**src/sv/ovle_pkg.sv**
```systemverilog
`timescale 1ns / 1ps
// ----------------------------------------------------------------------------
// ovle_pkg
// shared types and constants of the ordered value list engine
// ----------------------------------------------------------------------------
package ovle_pkg;

  localparam int unsigned CapacityDef = 64;
  localparam int unsigned ValueW      = 32;
  localparam int unsigned CountOutW   = 7;

  localparam logic [1:0] KindInsert = 2'd0;
  localparam logic [1:0] KindRemove = 2'd1;

  typedef enum logic [1:0] {
    ST_OK      = 2'd0,
    ST_MISSING = 2'd1,
    ST_FULL    = 2'd2
  } status_e;

  typedef enum logic [1:0] {
    S_IDLE,
    S_SCAN,
    S_SHIFT,
    S_RESP
  } state_e;

  typedef struct packed {
    logic [1:0]               kind;
    logic signed [ValueW-1:0] item_value;
  } in_beat_t;

  typedef struct packed {
    status_e                status;
    logic [CountOutW-1:0]   entry_count;
  } out_beat_t;

  typedef struct packed {
    logic      valid;
    out_beat_t beat;
  } resp_t;

endpackage

```
**src/sv/ovle_mem.sv**
```systemverilog
`timescale 1ns / 1ps
// ----------------------------------------------------------------------------
// ovle_mem
// value store, one write port and one read port with registered read data
// ----------------------------------------------------------------------------
module ovle_mem import ovle_pkg::*; #(
  parameter int unsigned CAPACITY = CapacityDef,
  localparam int unsigned AW = (CAPACITY > 1) ? $clog2(CAPACITY) : 1
) (
  input  logic              clk_i,
  input  logic              we_i,
  input  logic [AW-1:0]     waddr_i,
  input  logic [ValueW-1:0] wdata_i,
  input  logic [AW-1:0]     raddr_i,
  output logic [ValueW-1:0] rdata_o
);

  logic [ValueW-1:0] mem [CAPACITY];
  logic [ValueW-1:0] rdata_q;

  always_ff @(posedge clk_i) begin
    if (we_i) begin
      mem[waddr_i] <= wdata_i;
    end
  end

  always_ff @(posedge clk_i) begin
    rdata_q <= mem[raddr_i];
  end

  assign rdata_o = rdata_q;

endmodule

```
**src/sv/ovle_ctrl.sv**
```systemverilog
`timescale 1ns / 1ps
// ----------------------------------------------------------------------------
// ovle_ctrl
// sequencer: tail append, linear scan, shift down after a remove
// ----------------------------------------------------------------------------
module ovle_ctrl import ovle_pkg::*; #(
  parameter int unsigned CAPACITY = CapacityDef,
  localparam int unsigned AW = (CAPACITY > 1) ? $clog2(CAPACITY) : 1,
  localparam int unsigned CW = $clog2(CAPACITY + 1)
) (
  input  logic              clk_i,
  input  logic              rst_ni,
  input  logic              in_valid_i,
  output logic              in_ready_o,
  input  in_beat_t          in_i,
  input  logic              resp_ready_i,
  output resp_t             resp_o,
  output logic [CW-1:0]     count_o,
  output logic              mem_we_o,
  output logic [AW-1:0]     mem_waddr_o,
  output logic [ValueW-1:0] mem_wdata_o,
  output logic [AW-1:0]     mem_raddr_o,
  input  logic [ValueW-1:0] mem_rdata_i
);

  localparam logic [CW-1:0] CapCount = CW'(CAPACITY);

  state_e            state_q, state_d;
  logic [CW-1:0]     count_q, count_d;
  logic [CW-1:0]     idx_q, idx_d;
  status_e           status_q, status_d;
  logic [1:0]        kind_q, kind_d;
  logic [ValueW-1:0] val_q, val_d;
  logic [CW-1:0]     idx_p1, idx_p2;
  logic              hit;

  assign idx_p1 = idx_q + CW'(1);
  assign idx_p2 = idx_q + CW'(2);
  assign hit    = (mem_rdata_i == val_q);

  always_ff @(posedge clk_i or negedge rst_ni) begin
    if (!rst_ni) begin
      state_q  <= S_IDLE;
      count_q  <= '0;
      idx_q    <= '0;
      status_q <= ST_OK;
    end else begin
      state_q  <= state_d;
      count_q  <= count_d;
      idx_q    <= idx_d;
      status_q <= status_d;
    end
  end

  always_ff @(posedge clk_i) begin
    kind_q <= kind_d;
    val_q  <= val_d;
  end

  always_comb begin
    state_d     = state_q;
    count_d     = count_q;
    idx_d       = idx_q;
    status_d    = status_q;
    kind_d      = kind_q;
    val_d       = val_q;
    in_ready_o  = 1'b0;
    mem_we_o    = 1'b0;
    mem_waddr_o = idx_q[AW-1:0];
    mem_wdata_o = mem_rdata_i;
    mem_raddr_o = idx_p1[AW-1:0];
    resp_o.valid            = 1'b0;
    resp_o.beat.status      = status_q;
    resp_o.beat.entry_count = CountOutW'(count_q);

    unique case (state_q)
      S_IDLE: begin
        in_ready_o = 1'b1;
        if (in_valid_i) begin
          kind_d = in_i.kind;
          val_d  = in_i.item_value;
          priority if (in_i.kind == KindInsert) begin
            state_d = S_RESP;
            if (count_q == CapCount) begin
              status_d = ST_FULL;
            end else begin
              mem_we_o    = 1'b1;
              mem_waddr_o = count_q[AW-1:0];
              mem_wdata_o = in_i.item_value;
              count_d     = count_q + CW'(1);
              status_d    = ST_OK;
            end
          end else if (count_q == '0) begin
            status_d = ST_MISSING;
            state_d  = S_RESP;
          end else begin
            mem_raddr_o = '0;
            idx_d       = '0;
            state_d     = S_SCAN;
          end
        end
      end
      S_SCAN: begin
        if (hit) begin
          if (kind_q == KindRemove) begin
            if (idx_p1 == count_q) begin
              count_d  = count_q - CW'(1);
              status_d = ST_OK;
              state_d  = S_RESP;
            end else begin
              mem_raddr_o = idx_p1[AW-1:0];
              state_d     = S_SHIFT;
            end
          end else begin
            status_d = ST_OK;
            state_d  = S_RESP;
          end
        end else if (idx_p1 == count_q) begin
          status_d = ST_MISSING;
          state_d  = S_RESP;
        end else begin
          mem_raddr_o = idx_p1[AW-1:0];
          idx_d       = idx_p1;
        end
      end
      S_SHIFT: begin
        mem_we_o    = 1'b1;
        mem_waddr_o = idx_q[AW-1:0];
        mem_wdata_o = mem_rdata_i;
        if (idx_p2 == count_q) begin
          count_d  = count_q - CW'(1);
          status_d = ST_OK;
          state_d  = S_RESP;
        end else begin
          mem_raddr_o = idx_p2[AW-1:0];
          idx_d       = idx_p1;
        end
      end
      S_RESP: begin
        resp_o.valid = 1'b1;
        if (resp_ready_i) begin
          state_d = S_IDLE;
        end
      end
      default: begin
        state_d = S_IDLE;
      end
    endcase
  end

  assign count_o = count_q;

endmodule

```
**src/sv/ordered_value_list_engine_top.sv**
```systemverilog
`timescale 1ns / 1ps
// ----------------------------------------------------------------------------
// ordered_value_list_engine_top
// ordered list of signed values kept in one synchronous memory
// insert appends at the tail; search and remove walk the list through the single read port
// a new beat is taken only when idle, after the response to the last one is passed on
// remove scans to the match, then shifts the later entries down one a cycle
// reset: entry count clears to zero, store contents stay undefined until written
// ----------------------------------------------------------------------------
module ordered_value_list_engine_top import ovle_pkg::*; #(
  parameter int unsigned CAPACITY = CapacityDef
) (
  input  logic      clk_i,
  input  logic      rst_ni,
  input  logic      in_valid_i,
  output logic      in_ready_o,
  input  in_beat_t  in_i,
  output logic      out_valid_o,
  input  logic      out_ready_i,
  output out_beat_t out_o
);

  localparam int unsigned AW = (CAPACITY > 1) ? $clog2(CAPACITY) : 1;
  localparam int unsigned CW = $clog2(CAPACITY + 1);

  logic              mem_we;
  logic [AW-1:0]     mem_waddr;
  logic [ValueW-1:0] mem_wdata;
  logic [AW-1:0]     mem_raddr;
  logic [ValueW-1:0] mem_rdata;
  resp_t             resp;
  logic              resp_ready;
  logic [CW-1:0]     count;
  logic              out_valid_q, out_valid_d;
  out_beat_t         out_q, out_d;

  ovle_ctrl #(.CAPACITY(CAPACITY)) u_ctrl (
    .clk_i        (clk_i),
    .rst_ni       (rst_ni),
    .in_valid_i   (in_valid_i),
    .in_ready_o   (in_ready_o),
    .in_i         (in_i),
    .resp_ready_i (resp_ready),
    .resp_o       (resp),
    .count_o      (count),
    .mem_we_o     (mem_we),
    .mem_waddr_o  (mem_waddr),
    .mem_wdata_o  (mem_wdata),
    .mem_raddr_o  (mem_raddr),
    .mem_rdata_i  (mem_rdata)
  );

  ovle_mem #(.CAPACITY(CAPACITY)) u_mem (
    .clk_i   (clk_i),
    .we_i    (mem_we),
    .waddr_i (mem_waddr),
    .wdata_i (mem_wdata),
    .raddr_i (mem_raddr),
    .rdata_o (mem_rdata)
  );

  // output register
  assign resp_ready = !out_valid_q || out_ready_i;

  always_comb begin
    out_valid_d = out_valid_q;
    out_d       = out_q;
    if (resp_ready) begin
      out_valid_d = resp.valid;
      out_d       = resp.beat;
    end
  end

  always_ff @(posedge clk_i or negedge rst_ni) begin
    if (!rst_ni) begin
      out_valid_q <= 1'b0;
    end else begin
      out_valid_q <= out_valid_d;
    end
  end

  always_ff @(posedge clk_i) begin
    out_q <= out_d;
  end

  assign out_valid_o = out_valid_q;
  assign out_o       = out_q;

  a_count_bound : assert property (@(posedge clk_i) disable iff (!rst_ni)
    count <= CW'(CAPACITY))
    else $error("entry count above capacity");

  a_full_only_when_full : assert property (@(posedge clk_i) disable iff (!rst_ni)
    (resp.valid && resp.beat.status == ST_FULL) |-> count == CW'(CAPACITY))
    else $error("full status with free space");

  a_no_accept_while_busy : assert property (@(posedge clk_i) disable iff (!rst_ni)
    !(in_ready_o && resp.valid))
    else $error("input ready while a response is pending");

  a_insert_grows : assert property (@(posedge clk_i) disable iff (!rst_ni)
    (in_valid_i && in_ready_o && in_i.kind == KindInsert && count != CW'(CAPACITY))
    |=> count == $past(count) + CW'(1))
    else $error("insert did not grow the list");

endmodule
```
**config.mk**
```make
export PLATFORM = sky130hd
export DESIGN_NAME = ordered_value_list_engine_top
export DESIGN_NICKNAME = d
export VERILOG_FILES = /design/src/sv/ovle_pkg.sv /design/src/sv/ovle_mem.sv /design/src/sv/ovle_ctrl.sv /design/src/sv/ordered_value_list_engine_top.sv
export SDC_FILE = /design/constraint.sdc
export NUM_CORES = 2
export LEC_CHECK = 0
export BUFFER_PORTS_ARGS = -buffer_cell sky130_fd_sc_hd__clkbuf_2
export CAP_MARGIN = 20
export CORE_UTILIZATION = 48
export DETAILED_ROUTE_END_ITERATION = 6
export GPL_TIMING_DRIVEN = 0
export SYNTH_ARGS = -nofsm -noshare
export SYNTH_HDL_FRONTEND = slang
export SYNTH_SLANG_ARGS = --single-unit
```
**constraint.sdc**
```tcl
create_clock -name clk_i -period 6.23 [get_ports clk_i]
set_input_delay 0.623 -clock clk_i [delete_from_list [all_inputs] [get_ports clk_i]]
set_output_delay 0.623 -clock clk_i [all_outputs]
set_load 0.05 [all_outputs]
```
After elaboration in Yosys (flattened, before gate mapping)
Memories as Yosys holds them, arrays and structs flattened. A register that Yosys moved wholly into a read port is not among the register bits.
Cells that the tools add are included.
{"block": "totals", "register_bits": 62, "latchBits": 0, "ram_bits": 2048, "mem_bits_ro": 0, "inputBits": 38, "output_inout_bits": 11, "wordCells": 105, "mem_count": 1}
{"memory": "u_mem.mem", "depth": 64, "width": 32, "read_ports": 1, "rd_clocked_by_memory_dff": 1, "wr": 1, "line": "ovle_mem.sv:18", "source": "logic [ValueW-1:0] mem [CAPACITY];"}
{"block": "classes", "addsub": 4, "n_mul": 0, "div_mod_pow": 0, "n_lt_le_gt_ge": 0, "eq_ne": 24, "n_shift": 0, "mux": 56, "bitwise_logic": 0, "reduce_logical": 11}
{"operator": "$mux W32", "count": 4}
{"operator": "$mux W7", "count": 13}
{"operator": "$mux W6", "count": 8}
{"operator": "$pmux W7 S3", "count": 2}
{"operator": "$eq A32 B32 Y1", "count": 1}
{"operator": "$mux W2", "count": 16}
{"operator": "$ne A2 B2 Y1 const B", "count": 8}
{"operator": "$add A7 B1 Y7 const B", "count": 2}
{"operator": "$eq A7 B7 Y1", "count": 2}
{"operator": "$pmux W6 S2", "count": 1}
{"operator": "$ne A2 B1 Y1 const B", "count": 5}
{"operator": "$mux W1", "count": 9}
{"operator": "$pmux W2 S4", "count": 1}
{"operator": "$reduce_and A8 Y1", "count": 1}
{"operator": "$add A7 B2 Y7 const B", "count": 1}
{"operator": "$eq A7 B7 Y1 const B", "count": 1}
{"operator": "$logic_not A7 Y1", "count": 1}
{"operator": "$reduce_and A7 Y1", "count": 1}
{"operator": "$sub A7 B1 Y7 const B", "count": 1}
{"operator": "$ne A3 B1 Y1 const B", "count": 2}
{"operator": "$pmux W2 S3", "count": 1}
{"operator": "$reduce_and A6 Y1", "count": 1}
{"operator": "$eq A2 B1 Y1 const B", "count": 2}
{"operator": "$eq A2 B2 Y1 const B", "count": 2}
{"operator": "other kinds (8)", "count": 9}

Depth between registers and ports, before layout
{"block": "depth", "depth_word": 7, "ltp_mapped": 18, "mapped_depth_nobuf": 12}

Hierarchy
From an unflattened synthesis, not the netlist that was laid out.
{"block": "hier_totals", "cells_unflattened": 3658, "hier_area_um2": 82485.4}
{"mod": "ovle_mem", "instances": 1, "cells_each": 3324, "area_per_inst_um2": 78512.8, "seq_area_each_um2": 62139.6}
{"mod": "ovle_ctrl", "instances": 1, "cells_each": 322, "area_per_inst_um2": 3654.8, "seq_area_each_um2": 1471.4}
{"mod": "ordered_value_list_engine_top", "instances": 1, "cells_each": 12, "area_per_inst_um2": 317.8, "seq_area_each_um2": 295.3}

Least setup slack after synthesis
OpenSTA, ideal clock, no wires.
{"block": "synth_timing", "kind": "reg-to-reg", "start": "register u_ctrl.state_q[0]", "end": "memory u_mem.mem[51][0], enable pin", "setup_ns": 0.421, "arrival_time_ns": 4.706, "required_time_ns": 5.809, "path_slack_ns": 1.102, "path_stages_with_launch": 13, "n_path_buf": 3, "synth_period_minus_slack_ns": 5.128, "path_cell_list": "dfrtp_1 > inv_1 > ha_1 > clkbuf_1 > nand2_1 > inv_1 > and2_1 > clkbuf_1 > clkbuf_1 > nand3b_1 > o31ai_1 > nand2_1 > nor2_1"}
{"block": "synth_via", "elab_chain_cells": 4, "word_cells_on_any_way": 6, "classes_between": "eq/ne (1); mux (4); reduce/logical (1)"}
{"element": "from (decl)", "line": "ovle_ctrl.sv:28", "source": "state_e state_q, state_d;"}
{"element": "from (signal assigned)", "line": "ovle_ctrl.sv:48", "source": "state_q <= state_d;"}
{"element": "$eq A2 B2 Y1 or $logic_not A2 Y1 (tied branches)", "line": "ovle_ctrl.sv:76", "source": "unique case (state_q)"}
{"element": "$pmux W1 S2", "line": "ovle_ctrl.sv:76"}
{"element": "$mux W1", "line": "ovle_mem.sv:22", "source": "if (we_i) begin"}
{"element": "$mux W1 (implied by the code)", "line": "ovle_mem.sv:23", "source": "mem[waddr_i] <= wdata_i;"}
{"element": "to (decl)", "line": "ovle_mem.sv:18"}
Several ways; a longest one is shown, not always the timed one.

Worst setup path in the final report
{"block": "layout_timing", "start": "register u_ctrl.count_q[1], in the netlist u_ctrl.count_o[1]", "end": "register u_mem.rdata_q[2], in the netlist u_mem.rdata_o[2] (read register of u_mem.mem)"}
{"block": "layout_via", "elab_chain_cells": 5, "word_cells_on_any_way": 7, "classes_between": "eq/ne (1); mux (5); reduce/logical (1)"}
{"element": "from (decl)", "line": "ovle_ctrl.sv:29", "source": "logic [CW-1:0] count_q, count_d;"}
{"element": "from (signal assigned)", "line": "ovle_ctrl.sv:49", "source": "count_q <= count_d;"}
{"element": "$logic_not A7 Y1", "line": "ovle_ctrl.sv:93", "source": "end else if (count_q == '0) begin"}
{"element": "$mux W6", "line": "ovle_ctrl.sv:93"}
{"element": "$mux W6", "line": "ovle_ctrl.sv:82", "source": "priority if (in_i.kind == KindInsert) begin"}
{"element": "$mux W6", "line": "ovle_ctrl.sv:79", "source": "if (in_valid_i) begin"}
{"element": "$pmux W6 S2 *", "line": "ovle_ctrl.sv:76"}
{"element": "to (decl)", "line": "ovle_mem.sv:19", "source": "logic [ValueW-1:0] rdata_q;"}
Mark *: on every way between the ends. The rest lies on a longest branch, timed or not.
A chain may end at the register's enable or synchronous reset.

==> results.md <==
* Leading area contributor after synthesis: edfxtp_1
* Pin count of the biggest net entering global routing at 65
* Post-synth top cells: edfxtp_1, nand2_1, clkbuf_1
* End of the worst register-to-register path: u_mem.rdata_o[2]
* Clock root cell: clkbuf_16
* PortBufs at between 40 and 50
* Clock transition at path regs at roughly 0.060 ns
* Post-Synthesis Cells at ~6600
* Syn Area/Cell at 13.7 um^2
* Slew HR at a little over an eighth
* Row Count at about 160
* DR vias at around 66000
* First-pass GRT wire length at 492000 um
* Most common cell in the netlist: edfxtp_1
* Hold Crit Class: in2reg
* Setup crit end kind: register
* Worst-margin pin slew at 1.30 ns
* Crit path max fanout at 10
* Hold Worst Slack at ~0.18 ns
* Required @ worst endpoint at roughly 7.0 ns
* Synth async-reset ratio at less than 1%
* Setup Total Neg Slack at -1.28 ns
* Gr ovfl total at 0
* Max H-tree Level at 4
* Layout area overhead at 15.8%
* # IOs at approximately 50
* Synth top area cells: edfxtp_1, nand2_1, a211oi_1
* Net Count, Synth at between 6000 and 7000
* Sw Share at approximately 48%
* Worst reg2reg path depth at 12
* Post-synthesis cell area at about 90000 um^2
* Worst-Skew Late Latency at approximately 0.91 ns
* Setup CP Type: reg2reg
* CTS tree: built
* Final worst slack at -0.206 ns
* Pleak at between 30 and 40 nW
* Ratio of cells with drive above 1 in the final layout at 13.2%
* Final net count at approximately 7100
* Post-synth EDFFs at around 2100
* Worst Path Arrival at 7.17 ns
* Via/cell ratio at slightly below 7
* Mux cell area share after synthesis at 2.37%
* Most frequently used flop master after synthesis: edfxtp_1
* Reg2reg start: u_ctrl.count_o[1]
* Routed Antenna Nets at 0
* Cell Pwr Density at 620 nW/um^2
* Hold path start: in_valid_i
* RSZ-0062 raised after global routing: false
* Initial antenna violation count at 17
* Hold Violations, Final at 0
* Routed len/inst at roughly 38 um
* Die area at 189000 um^2
* Switching pwr at ~30 mW
* Period minus WS final at 6.44 ns
* Crit start category: register
* Sequential Power Share at about 29%
* Cell variety after synth at 85
* Die width at between 400 and 500 um
* Reg2reg setup slack at -0.21 ns
* Synth Area in Compound Gates at a little under an eighth
* FF+latch count, synth at about 2100
* Post-synthesis adder-cell area fraction at less than 1%
* Core area at 186000 um^2
* Post-Route WL at roughly 360000 um
* Max-slew violation count at 0
* Failing checks: DRC, setup timing
* Clk buf depth at 3
* DRT Pass-1 Iters at 7
* Simple logic cell fraction of the synthesized area at between 10% and 20%
* Worst vdd ir at 0.421 mV
* Initial Util at around half
* Cell Int Power at roughly 34 mW
* Hold path cells at 3
* Ys Warns at 0
* Share of the synthesized area in the top cell type at between 60% and 70%
* Main combinational cell family by area after synthesis: compound AO/OA/AOI/OAI gates
* Clk network pwr share at between 20% and 30%
* Die Span Y at roughly 430 um
* Post-DP HPWL at between 200000 and 300000 um
* Post-Synth XOR/XNOR Area at less than 1%
* Status: finished, violations left
* Clock Sinks at around 2100
* Post-Route Skew at roughly 0.04 ns
* Power share of the combinational group at roughly 51%
* WHS Endpoint: u_ctrl.kind_q[0]
* Fmax at approximately 160 MHz
* Drt initial violations at 11800
* Sequential share of the synthesized area at between 70% and 80%
* Max_cap viols at 0
* DRC errors left at 36
* Num CTS Buffers at 220
* Total GRT Usage at between 30 and 40%
* Placer Congestion at 1.06
* Final setup viols at 18
* Vias in the first global route at approximately 61000
* Tcrit/Tclk final at 103%
[metal layers]
metal	vias up	global-route usage, %	wire length [um]
met5	-	0	240
met4	14	21.8	24200
met3	766	10.8	46000
met2	4542	54.5	156000
met1	33600	51.0	138000
li1	26900	-	-
[cell usage in the layout (no fill, tap or decap), types with 22 or more instances in the layout]
| master | instances |
|---|---|
| a2111oi_0 | 26 |
| a211oi_1 | 314 |
| a21oi_1 | 77 |
| a221o_1 | 31 |
| a221oi_1 | 38 |
| a222oi_1 | 214 |
| a22o_1 | 59 |
| a22oi_1 | 43 |
| a311o_1 | 39 |
| a311oi_1 | 80 |
| a31oi_1 | 137 |
| a32o_1 | 30 |
| and3_1 | 345 |
| buf_1 | 57 |
| buf_12 | 77 |
| buf_2 | 135 |
| buf_4 | 32 |
| clkbuf_1 | 372 |
| clkbuf_16 | 221 |
| clkbuf_2 | 74 |
| clkinv_1 | 55 |
| clkinv_2 | 48 |
| dfxtp_1 | 32 |
| dlygate4sd3_1 | 35 |
| edfxtp_1 | 2091 |
| mux2_2 | 116 |
| mux2i_1 | 82 |
| nand2_1 | 1233 |
| nand2_4 | 32 |
| nand3_1 | 275 |
| nand4_1 | 33 |
| nor2_1 | 50 |
| nor2_4 | 67 |
| nor3_1 | 42 |
| nor4_1 | 57 |
| nor4_2 | 30 |
| o21a_1 | 22 |
| o21ai_0 | 124 |
| o22ai_1 | 31 |
| xnor2_1 | 48 |
[cell type report]
cell class	instances	area (um^2)
inverter	16	60.1
clock buffer	269	5730
clock inverter	136	1220
buffer	551	2360
multi-input combinational	3856	24700
tap	2480	3100
fill	15200	81700
timing repair buffer	227	3030
sequential	2142	63900
antenna	14	35.0
[registers in the layout, summed over array words and instances (netlist names)]
| name | flops |
|---|---|
| u_ctrl.state_q | 2 |
| u_mem.mem | 2048 |
| u_ctrl.val_q | 32 |
| u_ctrl.kind_q | 2 |
| u_ctrl.status_q | 2 |
| u_ctrl.idx_q | 7 |
| u_mem.rdata_o | 32 |
| out_o | 9 |
| out_valid_o | 1 |
| u_ctrl.count_o | 7 |
[cells by family (layout without fill, tap and decap cells)]
group	Yosys count	after routing
AOI/OAI and AO/OA	1373	1373
buffers and inverters	568	1199
DFF	2142	2142
adders and majority gates	12	12
and+or+nand+nor	2214	2214
other	0	14
muxes	198	198
xor gates and xnor gates	59	59
[worst max-delay path, cell delays in order, from the launching register on]
cell	delay, ns
dfrtp_1	0.43
buf_2	0.23
or4_4	0.59
o31ai_2	0.51
o21ai_0	0.34
o211ai_1	0.46
o21ai_1	0.51
clkbuf_1	0.63
a222oi_1	0.64
a21oi_1	0.15
a221oi_1	1.08
o21a_1	0.52
nor4_1	0.15
[timing repair]
action                                 CTS  global route
pin swaps                                3             1
resized for setup                       59            39
setup buffers                            5             0
hold buffers                            35             0
setup endpoints to repair               32            29
endpoints found under the hold margin   53             0
[metrics by stage]
step	power, mW	instances	cell area (um^2)	utilization (%)	worst slack, ns
after floorplan	34.1	6566	89900	-	1.10
after global placement	49.0	9094	93300	50.2	-2.49
after detailed placement	49.9	9222	96300	51.8	-0.990
after CTS	62.9	9666	104000	55.9	0.00145
after global routing	65.5	9677	104000	56.0	0.00212
final	64.5	9691	104000	56.0	-0.206
[power by group through the flow]
stage / combinational [mW] / sequential, mW / clock [mW]
after floorplan: 15.0 / 19.1 / 0
after global placement: 29.5 / 19.5 / 0
after detailed placement: 30.9 / 19.0 / 0
after CTS: 31.2 / 18.7 / 13.0
after global routing: 33.3 / 18.7 / 13.5
final: 32.9 / 18.7 / 12.9
[worst max-delay path by stage]
stage | start | end | slack (ns)
after floorplan | u_ctrl.state_q[0] | u_mem.mem[51][0] | 1.10
after global placement | u_ctrl.state_q[0] | u_mem.rdata_o[29] | -2.49
after detailed placement | u_ctrl.count_o[4] | u_mem.rdata_o[22] | -0.99
after CTS | u_ctrl.count_o[4] | u_mem.rdata_o[8] | 0.001
after global routing | u_ctrl.idx_q[1] | u_mem.rdata_o[0] | 0.002
final | u_ctrl.count_o[1] | u_mem.rdata_o[2] | -0.21
No activity file was read; power rests on OpenSTA's default activity.
